$ cat src/design/assert_macros.svh
// ----------------------------------------------------------------------------
// assert_macros.svh
// assertion shorthands for the fence waiter design
// ----------------------------------------------------------------------------
`ifndef ASSERT_MACROS_SVH
`define ASSERT_MACROS_SVH

// plain invariant, checked every clock outside reset
`define FWR_ASSERT(label, prop, msg) \
  label: assert property (@(posedge clk_i) disable iff (!rst_ni) (prop)) else $error(msg);

// same-cycle implication
`define FWR_ASSERT_IMP(label, ante, cons, msg) \
  label: assert property (@(posedge clk_i) disable iff (!rst_ni) (ante) |-> (cons)) \
    else $error(msg);

// next-cycle implication
`define FWR_ASSERT_NXT(label, ante, cons, msg) \
  label: assert property (@(posedge clk_i) disable iff (!rst_ni) (ante) |=> (cons)) \
    else $error(msg);

`endif

$ cat src/design/fwr_pkg.sv
// ----------------------------------------------------------------------------
// fwr_pkg
// shared types and constants of the fence waiter release block
// ----------------------------------------------------------------------------
package fwr_pkg;

  localparam int unsigned ValueW         = 64;
  localparam int unsigned HandleW        = 16;
  localparam int unsigned DefWaiterDepth = 16;

  typedef struct packed {
    logic               kind;
    logic [ValueW-1:0]  value;
    logic [HandleW-1:0] event_handle;
  } in_t;

  typedef struct packed {
    logic               is_event;
    logic [HandleW-1:0] fired_handle;
    logic               wait_dropped;
    logic [ValueW-1:0]  completed_now;
    logic               last;
  } out_t;

  typedef struct packed {
    logic [ValueW-1:0]  threshold;
    logic [HandleW-1:0] handle;
  } entry_t;

endpackage

$ cat src/design/fwr_waiter_mem.sv
// ----------------------------------------------------------------------------
// fwr_waiter_mem
// waiter table: one write port, one read port, registered read data
// ----------------------------------------------------------------------------
module fwr_waiter_mem #(
  parameter int unsigned WAITER_DEPTH = fwr_pkg::DefWaiterDepth,
  parameter int unsigned AW           = 4
) (
  input  logic            clk_i,
  input  logic            we_i,
  input  logic [AW-1:0]   waddr_i,
  input  fwr_pkg::entry_t wdata_i,
  input  logic            re_i,
  input  logic [AW-1:0]   raddr_i,
  output fwr_pkg::entry_t rdata_o
);

  fwr_pkg::entry_t mem [WAITER_DEPTH];
  fwr_pkg::entry_t rdata_q;

  always_ff @(posedge clk_i) begin
    if (we_i) begin
      mem[waddr_i] <= wdata_i;
    end
  end

  always_ff @(posedge clk_i) begin
    if (re_i) begin
      rdata_q <= mem[raddr_i];
    end
  end

  assign rdata_o = rdata_q;

endmodule

$ cat src/design/fwr_seq.sv
// ----------------------------------------------------------------------------
// fwr_seq
// item sequencer: wait registration, release sweep with compaction, results
// ----------------------------------------------------------------------------
`include "assert_macros.svh"

module fwr_seq #(
  parameter int unsigned WAITER_DEPTH = fwr_pkg::DefWaiterDepth,
  parameter int unsigned AW           = 4,
  parameter int unsigned CW           = 5
) (
  input  logic                       clk_i,
  input  logic                       rst_ni,
  input  logic                       in_valid_i,
  output logic                       in_stall_o,
  input  fwr_pkg::in_t               in_data_i,
  output logic                       out_valid_o,
  input  logic                       out_stall_i,
  output fwr_pkg::out_t              out_data_o,
  input  logic [fwr_pkg::ValueW-1:0] completed_i,
  output logic                       load_o,
  output logic                       mem_we_o,
  output logic [AW-1:0]              mem_waddr_o,
  output fwr_pkg::entry_t            mem_wdata_o,
  output logic                       mem_re_o,
  output logic [AW-1:0]              mem_raddr_o,
  input  fwr_pkg::entry_t            mem_rdata_i
);

  typedef enum logic [4:0] {
    StIdle    = 5'b00001,
    StWait    = 5'b00010,
    StSigRd   = 5'b00100,
    StSigEval = 5'b01000,
    StStatus  = 5'b10000
  } state_e;

  state_e        st_q, st_d;
  fwr_pkg::in_t  item_q, item_d;
  logic [CW-1:0] cnt_q, cnt_d;
  logic [CW-1:0] idx_q, idx_d;
  logic [CW-1:0] keep_q, keep_d;
  logic          drop_q, drop_d;
  logic          out_valid_q, out_valid_d;
  fwr_pkg::out_t out_q, out_d;

  logic          accept;
  logic          out_free;
  logic          out_load;
  fwr_pkg::out_t out_rec;
  logic          released;
  logic [CW-1:0] idx_inc;
  logic [CW-1:0] keep_inc;

  assign accept   = in_valid_i && (st_q == StIdle);
  assign out_free = !out_valid_q || !out_stall_i;
  assign released = completed_i >= mem_rdata_i.threshold;
  assign idx_inc  = idx_q + CW'(1);
  assign keep_inc = keep_q + CW'(1);

  always_comb begin
    st_d        = st_q;
    item_d      = item_q;
    cnt_d       = cnt_q;
    idx_d       = idx_q;
    keep_d      = keep_q;
    drop_d      = drop_q;
    out_load    = 1'b0;
    out_rec     = '0;
    mem_we_o    = 1'b0;
    mem_waddr_o = '0;
    mem_wdata_o = '0;
    mem_re_o    = 1'b0;
    mem_raddr_o = idx_q[AW-1:0];
    case (st_q)
      StIdle: begin
        if (accept) begin
          item_d = in_data_i;
          drop_d = 1'b0;
          idx_d  = '0;
          keep_d = '0;
          if (in_data_i.kind) begin
            st_d = (cnt_q == '0) ? StStatus : StSigRd;
          end else begin
            st_d = StWait;
          end
        end
      end
      StWait: begin
        if (completed_i >= item_q.value) begin
          if (item_q.event_handle != '0) begin
            if (out_free) begin
              out_load              = 1'b1;
              out_rec.is_event      = 1'b1;
              out_rec.fired_handle  = item_q.event_handle;
              out_rec.completed_now = completed_i;
              st_d                  = StStatus;
            end
          end else begin
            st_d = StStatus;
          end
        end else if (cnt_q < CW'(WAITER_DEPTH)) begin
          mem_we_o              = 1'b1;
          mem_waddr_o           = cnt_q[AW-1:0];
          mem_wdata_o.threshold = item_q.value;
          mem_wdata_o.handle    = item_q.event_handle;
          cnt_d                 = cnt_q + CW'(1);
          st_d                  = StStatus;
        end else begin
          drop_d = 1'b1;
          st_d   = StStatus;
        end
      end
      StSigRd: begin
        mem_re_o = 1'b1;
        st_d     = StSigEval;
      end
      StSigEval: begin
        if (!(released && (mem_rdata_i.handle != '0)) || out_free) begin
          if (released) begin
            if (mem_rdata_i.handle != '0) begin
              out_load              = 1'b1;
              out_rec.is_event      = 1'b1;
              out_rec.fired_handle  = mem_rdata_i.handle;
              out_rec.completed_now = completed_i;
            end
          end else begin
            mem_we_o    = 1'b1;
            mem_waddr_o = keep_q[AW-1:0];
            mem_wdata_o = mem_rdata_i;
            keep_d      = keep_inc;
          end
          idx_d = idx_inc;
          if (idx_inc == cnt_q) begin
            cnt_d = released ? keep_q : keep_inc;
            st_d  = StStatus;
          end else begin
            st_d = StSigRd;
          end
        end
      end
      StStatus: begin
        if (out_free) begin
          out_load              = 1'b1;
          out_rec.wait_dropped  = drop_q;
          out_rec.completed_now = completed_i;
          out_rec.last          = 1'b1;
          st_d                  = StIdle;
        end
      end
      default: begin
        st_d = StIdle;
      end
    endcase
  end

  always_comb begin
    out_valid_d = out_valid_q;
    out_d       = out_q;
    if (out_load) begin
      out_valid_d = 1'b1;
      out_d       = out_rec;
    end else if (!out_stall_i) begin
      out_valid_d = 1'b0;
    end
  end

  always_ff @(posedge clk_i or negedge rst_ni) begin
    if (!rst_ni) begin
      st_q        <= StIdle;
      cnt_q       <= '0;
      idx_q       <= '0;
      keep_q      <= '0;
      drop_q      <= 1'b0;
      out_valid_q <= 1'b0;
    end else begin
      st_q        <= st_d;
      cnt_q       <= cnt_d;
      idx_q       <= idx_d;
      keep_q      <= keep_d;
      drop_q      <= drop_d;
      out_valid_q <= out_valid_d;
    end
  end

  always_ff @(posedge clk_i) begin
    item_q <= item_d;
    out_q  <= out_d;
  end

  assign in_stall_o  = (st_q != StIdle);
  assign load_o      = accept && in_data_i.kind;
  assign out_valid_o = out_valid_q;
  assign out_data_o  = out_q;

  `FWR_ASSERT(a_cnt_bound, cnt_q <= CW'(WAITER_DEPTH), "waiter count above table depth")
  `FWR_ASSERT_IMP(a_keep_behind, st_q == StSigEval, keep_q <= idx_q, "compaction overtook sweep")
  `FWR_ASSERT_IMP(a_we_state, mem_we_o, st_q == StWait || st_q == StSigEval, "stray table write")
  `FWR_ASSERT_NXT(a_accept_busy, in_valid_i && !in_stall_o, st_q != StIdle, "transaction lost")

endmodule

$ cat src/design/fence_waiter_release_top.sv
// ----------------------------------------------------------------------------
// fence_waiter_release_top
// timeline fence with a bounded table of waiters
// ----------------------------------------------------------------------------
// One transaction at a time. A wait transaction steps through accept, compare
// or store, and status; a signal transaction reads every stored waiter from
// the table's read port, then compares it and either releases it or writes it
// back compacted through the write port. Output stall holds any step that
// loads a record. Results come from an output register, so a new transaction
// is taken while the last result still waits. A configuration write restarts
// the completed value and keeps stored waiters; write it only while idle.
// ----------------------------------------------------------------------------
module fence_waiter_release_top #(
  parameter int unsigned WAITER_DEPTH = fwr_pkg::DefWaiterDepth
) (
  input  logic                       clk_i,
  input  logic                       rst_ni,
  input  logic                       in_valid_i,
  output logic                       in_stall_o,
  input  fwr_pkg::in_t               in_data_i,
  output logic                       out_valid_o,
  input  logic                       out_stall_i,
  output fwr_pkg::out_t              out_data_o,
  input  logic                       cfg_we_i,
  input  logic [fwr_pkg::ValueW-1:0] cfg_wdata_i
);

  localparam int unsigned AW = (WAITER_DEPTH > 1) ? $clog2(WAITER_DEPTH) : 1;
  localparam int unsigned CW = $clog2(WAITER_DEPTH + 1);

  logic [fwr_pkg::ValueW-1:0] completed_q;
  logic                       load;
  logic                       mem_we;
  logic [AW-1:0]              mem_waddr;
  fwr_pkg::entry_t            mem_wdata;
  logic                       mem_re;
  logic [AW-1:0]              mem_raddr;
  fwr_pkg::entry_t            mem_rdata;

  always_ff @(posedge clk_i or negedge rst_ni) begin
    if (!rst_ni) begin
      completed_q <= '0;
    end else if (cfg_we_i) begin
      completed_q <= cfg_wdata_i;
    end else if (load) begin
      completed_q <= in_data_i.value;
    end
  end

  fwr_seq #(
    .WAITER_DEPTH(WAITER_DEPTH),
    .AW          (AW),
    .CW          (CW)
  ) u_seq (
    .clk_i      (clk_i),
    .rst_ni     (rst_ni),
    .in_valid_i (in_valid_i),
    .in_stall_o (in_stall_o),
    .in_data_i  (in_data_i),
    .out_valid_o(out_valid_o),
    .out_stall_i(out_stall_i),
    .out_data_o (out_data_o),
    .completed_i(completed_q),
    .load_o     (load),
    .mem_we_o   (mem_we),
    .mem_waddr_o(mem_waddr),
    .mem_wdata_o(mem_wdata),
    .mem_re_o   (mem_re),
    .mem_raddr_o(mem_raddr),
    .mem_rdata_i(mem_rdata)
  );

  fwr_waiter_mem #(
    .WAITER_DEPTH(WAITER_DEPTH),
    .AW          (AW)
  ) u_mem (
    .clk_i  (clk_i),
    .we_i   (mem_we),
    .waddr_i(mem_waddr),
    .wdata_i(mem_wdata),
    .re_i   (mem_re),
    .raddr_i(mem_raddr),
    .rdata_o(mem_rdata)
  );

endmodule

$ cat config.mk
export PLATFORM = sky130hd
export DESIGN_NAME = fence_waiter_release_top
export DESIGN_NICKNAME = d
export VERILOG_FILES = /design/src/design/fwr_pkg.sv /design/src/design/fwr_waiter_mem.sv /design/src/design/fwr_seq.sv /design/src/design/fence_waiter_release_top.sv
export VERILOG_INCLUDE_DIRS = /design/src /design/src/design
export SDC_FILE = /design/constraint.sdc
export NUM_CORES = 2
export LEC_CHECK = 0
export BUFFER_PORTS_ARGS = -buffer_cell sky130_fd_sc_hd__buf_2
export CORE_MARGIN = 2
export CORE_UTILIZATION = 66
export DETAILED_ROUTE_END_ITERATION = 8
export GPL_TIMING_DRIVEN = 0
export PLACE_DENSITY = 0.84
export SLEW_MARGIN = 10
export SYNTH_ARGS = -nofsm -noshare
export SYNTH_HDL_FRONTEND = slang
export SYNTH_SLANG_ARGS = --single-unit
$ cat constraint.sdc
create_clock -name clk_i -period 25 [get_ports clk_i]
set_input_delay 1.25 -clock clk_i [delete_from_list [all_inputs] [get_ports clk_i]]
set_output_delay 1.25 -clock clk_i [all_outputs]
set_load 0.03 [all_outputs]
# --- Yosys cells after proc, flatten, opt, wreduce, memory -nomap -nowiden ---
# Memory sizes are Yosys's and may differ from the RTL's. A register that Yosys moved wholly into a read port is not among the register bits.
# Cells that the tools add are included.
word_totals:
  reg_bits: 249
  latchBits: 0
  ramBits: 1280
  romBits: 0
  in_bits: 150
  mem_count: 1
mem_list:
  columns: ["name", "depth", "word_bits", "rd", "rd_ports_with_merged_regs", "write_ports", "line_no", "source"]
  rows:
  - ["u_mem.mem", 16, 80, 1, 1, 1, "fwr_waiter_mem.sv:18", "fwr_pkg::entry_t mem [WAITER_DEPTH];"]
op_classes:
  addsub: 3
  n_mul: 0
  div_mod_pow: 0
  magnitude_cmp: 3
  n_eq_ne: 16
  shift: 0
  muxes: 69
  bitwise_logic: 0
  n_reduce_logical: 21
ops:
  columns: ["op", "n"]
  rows:
  - ["$mux W64", 8]
  - ["$mux W80", 4]
  - ["$pmux W64 S3", 1]
  - ["$pmux W80 S2", 1]
  - ["$ge A64 B64 Y1", 2]
  - ["$mux W17", 6]
  - ["$mux W5", 17]
  - ["$mux W65", 1]
  - ["$pmux W17 S2", 1]
  - ["$reduce_bool A16 Y1", 2]
  - ["$pmux W5 S2", 3]
  - ["$pmux W5 S5", 1]
  - ["$mux W1", 18]
  - ["$mux W4", 4]
  - ["$add A5 B1 Y5 const B", 3]
  - ["$ne A2 B1 Y1 const B", 6]
  - ["$pmux W4 S2", 1]
  - ["$reduce_and A4 Y1", 2]
  - ["$reduce_bool A2 Y1", 4]
  - ["$eq A5 B1 Y1 const B", 1]
  - ["$eq A5 B2 Y1 const B", 1]
  - ["$eq A5 B3 Y1 const B", 1]
  - ["$eq A5 B4 Y1 const B", 1]
  - ["$eq A5 B5 Y1", 1]
  - ["other kinds (14)", 22]

# --- Depth between registers and ports, before layout ---
depth:
  depth_word: 8
  mapped_depth: 14
  ltp_nobuf: 13

# --- Cells and area by module ---
# Synthesis repeated with hierarchy kept, for this count alone.
hier_totals:
  hier_cells: 3326
  hier_area_um2: 64321.7
modules_own_cells:
  columns: ["mod", "instances", "cells_per_inst", "area_per_inst_um2"]
  rows:
  - ["fwr_waiter_mem", 1, 2054, 50223.2]
  - ["fwr_seq", 1, 995, 11133.2]
  - ["fence_waiter_release_top", 1, 277, 2965.3]

# --- Worst setup path before layout ---
# No wires, ideal clock.
synth_timing:
  path_type: "register to register"
  start: "reg completed_q[27] (netlist bit)"
  end: "mem u_mem.mem[1][0] (netlist bit), enable pin"
  setup_time_ns: 0.638
  arrival_ns: 8.547
  setup_slack_ns: 15.815
  path_stages_with_launch: 14
  n_path_buf: 1
  period_less_slack_ns: 9.185
  path_cell_list: "dfrtp_1 > ha_1 > a21oi_1 > o21ai_0 > a221oi_1 > o22ai_1 > a211oi_1 > and2_1 > buf_6 > ha_1 > nand2_1 > a2bb2oi_1 > nand2b_1 > a211oi_1"
synth_between:
  elab_chain_len: 8
synth_lines:
  columns: ["item", "line_no", "source"]
  rows:
  - ["from (decl)", "fence_waiter_release_top.sv:31", "logic [fwr_pkg::ValueW-1:0] completed_q;"]
  - ["from (signal assigned)", "fence_waiter_release_top.sv:44", "completed_q <= cfg_wdata_i;"]
  - ["from (signal assigned)", "fence_waiter_release_top.sv:46", "completed_q <= in_data_i.value;"]
  - ["$ge A64 B64 Y1", "fwr_seq.sv:57", "assign released = completed_i >= mem_rdata_i.threshold;"]
  - ["$logic_and A1 B1 Y1", "fwr_seq.sv:119", "if (!(released && (mem_rdata_i.handle != '0)) || out_free) begin"]
  - ["$logic_not A1 Y1", "fwr_seq.sv:119", null]
  - ["$logic_or A1 B1 Y1", "fwr_seq.sv:119", null]
  - ["$mux W1", "fwr_seq.sv:119", null]
  - ["$pmux W1 S2", "fwr_seq.sv:75", "case (st_q)"]
  - ["$mux W1", "fwr_waiter_mem.sv:22", "if (we_i) begin"]
  - ["$mux W1 (not written as such)", "fwr_waiter_mem.sv:23", "mem[waddr_i] <= wdata_i;"]
  - ["to (decl)", "fwr_waiter_mem.sv:18", null]
# Several ways; a longest one is shown, not always the timed one.

# --- Final worst setup path ---
layout_timing:
  start: "reg completed_q[25] (netlist bit)"
  end: "mem u_mem.mem[13][45] (netlist bit), enable pin"
# The elaborated chain is that of the path after synthesis.

==> flow_metrics.env <==
export IMPL_overflow=0
export IMPL_post_cts_setup_buffer_count=0
export IMPL_crit_required_ns=25.47
export IMPL_grtUsageMet2_pct=61.45
export IMPL_cts_clk_slew_worst_paths_ns=0.07
export IMPL_placed_area_sq_um=69350
export IMPL_die_area_sq_um=100200
export IMPL_dpl_cell_count=4762
export IMPL_power_frac_comb_pct=19.2
export IMPL_synth_seq_cells=1609
export IMPL_grt_pass1_vias=38920
export IMPL_seqCellArea_sq_um=47890
export IMPL_p_switching_mw=1.887
export IMPL_avgSynthCellArea_sq_um=20.47
export IMPL_power_leakage_nw=25.15
export IMPL_vdd_drop_max_uv=79.51
export IMPL_hold_path_class="in2async"
export IMPL_powerDensity_nw_per_um2=92.89
export IMPL_finalHoldViolCount=0
export IMPL_switching_share_pct=27.20
export IMPL_die_width_um=316.5
export IMPL_fin_util_pct=77.25
export IMPL_ys_seq_area_share_pct=74.29
export IMPL_rsz0062_at_grt="false"
export IMPL_status="completed"
export IMPL_holdWs_ns=0.4756
export IMPL_clk_latency_ns=0.80
export IMPL_cts_sink_count=1609
export IMPL_yosys_warnings=0
export IMPL_grt_busiest_layer="met2"
export IMPL_worst_slew_pin_slew_ns=1.376
export IMPL_power_total_mw=6.939
export IMPL_ys_async_sr_fraction_pct=5.345
export IMPL_drv_slew=0
export IMPL_final_setup_tns_ns=0
export IMPL_viasPerCell=7.435
export IMPL_internal_power_mw=5.052
export IMPL_drt_iter0_markers=6243
export IMPL_drt_first_pass_iters=9
export IMPL_grt_use_total_pct=39.31
export IMPL_worst_path_buf_inv=4
export IMPL_p_seq_share_pct=45.7
export IMPL_worstSetupEndpointType="flip-flop"
export IMPL_syn_area_sq_um=64460
export IMPL_numCtsBuffers=156
export IMPL_final_cells=5064
export IMPL_synth_main_ff_cell="edfxtp_1"
export IMPL_cp_cell_sequence="ha_1, a21oi_1, o21ai_0, a221oi_1, o22ai_1, a211oi_2, and3_1, clkbuf_1, nand2_1, o22a_1, nor2_4, buf_12, buf_12, buf_12"
export IMPL_synth_nets=3432
export IMPL_start_util_pct=66.65
export IMPL_cpLargestDelayFamily="compound AO/OA/AOI/OAI gates"
export IMPL_drive_above_1_share_pct=28.59
export IMPL_area_growth_pct=15.90
export IMPL_yosysUniqueCellTypes=65
export IMPL_grt_max_degree=48
export IMPL_pwr_share_clk_pct=35.1
export IMPL_dr_total_vias=37650
export IMPL_cts_root_buf="clkbuf_16"
export IMPL_maxCapViolations=0
export IMPL_layout_nets=3931
export IMPL_grt_antenna_before_repair=6
export IMPL_stdcell_area_sq_um=74700
export IMPL_wl_mm=192.4
export IMPL_min_period_ns=6.942
export IMPL_rows=114
export IMPL_postSynthCellCount=3149
export IMPL_slowest_delay_ns=1.00
export IMPL_layout_worst_path_cycle_share_pct=27.77
export IMPL_ant_nets=0
export IMPL_final_common_cell="edfxtp_1"
export IMPL_setup_viol=0
export IMPL_max_slew_margin_pct=8.241
export IMPL_dpl_hpwl_mm=112.8
export IMPL_port_buffers=234
export IMPL_fp_dieH_um=316.5
export IMPL_holdBufCountCts=0
export IMPL_tritoncts="built"
export IMPL_slowest_stage="a221oi_1"
export IMPL_clk_path_buf_depth=3
export IMPL_core_sq_um=96710
export IMPL_path_class="reg2reg"
export IMPL_layout_setup_ws_ns=18.06
export IMPL_grtUsageMet1_pct=47.67
export IMPL_cts_resized=0
export IMPL_gp_congestion=0.9281
export IMPL_route_detailed_drc=0
export IMPL_final_cell_mix="edfxtp_1, mux4_2, buf_2"
export IMPL_clock_skew_ns=0.03934
export IMPL_io_pins=235
export IMPL_h_tree_depth=4
export IMPL_grt_pass1_wl_mm=271.0
export IMPL_rrSetupSlack_ns=18.06
export IMPL_pre_cts_slack_ns=18.81
export IMPL_wl_per_cell_um=37.99
export IMPL_multiInputGateArea_sq_um=15600
export IMPL_cp_common_cell="buf_12"
export IMPL_fmaxAchievable_mhz=144.0
export IMPL_gr_usage_met3_pct=13.67
export IMPL_cp_max_fo=18
export IMPL_startpoint_type="flip-flop"
export IMPL_worstPathArrival_ns=7.41
export IMPL_synth_edf_count=1523
export IMPL_fill_cells=4645
[layer usage]
metal / vias to the layer above / wire length [um]
li1: 13960 / -
met1: 18790 / 58820
met2: 3877 / 91690
met3: 1016 / 27720
met4: 6 / 14100
met5: - / 32
[registers in the layout (all words and copies together) (netlist names)]
register and flops:
u_seq.item_q 80, u_seq.drop_q 1, u_seq.out_valid_o 1, u_seq.cnt_q 5, completed_q 64, u_seq.st_q 5, u_mem.rdata_o 80, u_mem.mem 1280
u_seq.out_data_o 83, u_seq.idx_q 5, u_seq.keep_q 5
[cell families (layout without fill, tap and decap cells)]
logic type	after synthesis	after routing	synth area share (%)
simple gates	337	337	3.135
flops	1609	1609	74.29
compound gates	304	304	2.966
other cells	0	10	0
buf+inv	285	914	1.799
fa+ha+maj	133	133	2.582
mux	472	472	15.10
xor+xnor	9	9	0.1223
[synth_stat cells (14+ instances only)]
cell	count	share of area, %
a21oi_1	55	0.43
a22o_1	34	0.46
buf_1	33	0.19
clkbuf_1	99	0.58
dfrtp_1	85	3.3
edfxtp_1	1523	71
ha_1	133	2.6
inv_1	139	0.81
mux2i_1	68	1.1
mux4_2	400	14
nand2_1	124	0.72
nand3_1	19	0.15
nand4_1	20	0.19
nor2_1	42	0.24
nor2b_1	26	0.25
nor2b_4	40	0.85
nor4_1	14	0.14
o21ai_0	97	0.75
o22ai_1	67	0.65
[layout make-up]
class | instances | area share [%]
Antenna cell | 10 | 0.03350
Clock buffer | 190 | 5.507
Inverter | 139 | 0.7051
Multi-Input combinational cell | 1255 | 20.89
Tap cell | 1276 | 2.137
Buffer | 146 | 0.8609
Sequential cell | 1609 | 64.10
Clock inverter | 98 | 1.496
Timing Repair Buffer | 341 | 4.271
[final timing paths]
path / endpoint / depth (start not counted) / start
max: u_mem.mem[13][45] / 14 / completed_q[25]
min reg2reg: completed_q[7] / 2 / completed_q[7]
max reg2reg: u_mem.mem[13][45] / 14 / completed_q[25]
min in group clk_i: completed_q[7] / 2 / completed_q[7]
min: completed_q[35] / 1 / rst_ni
max in group asynchronous: completed_q[29] / 2 / rst_ni
[power by group through the flow]
| stage | registers, mW | clock network (mW) | logic [mW] |
|---|---|---|---|
| 5_1_grt | 3.17 | 2.53 | 1.39 |
| 6_report | 3.17 | 2.44 | 1.34 |
| 2_1_floorplan | 3.20 | 0 | 0.845 |
| 3_5_place_dp | 3.21 | 0 | 1.25 |
| 3_3_place_gp | 3.23 | 0 | 1.17 |
| 4_1_cts | 3.16 | 2.43 | 1.30 |
Note: power is estimated with default switching activity, not from simulation.
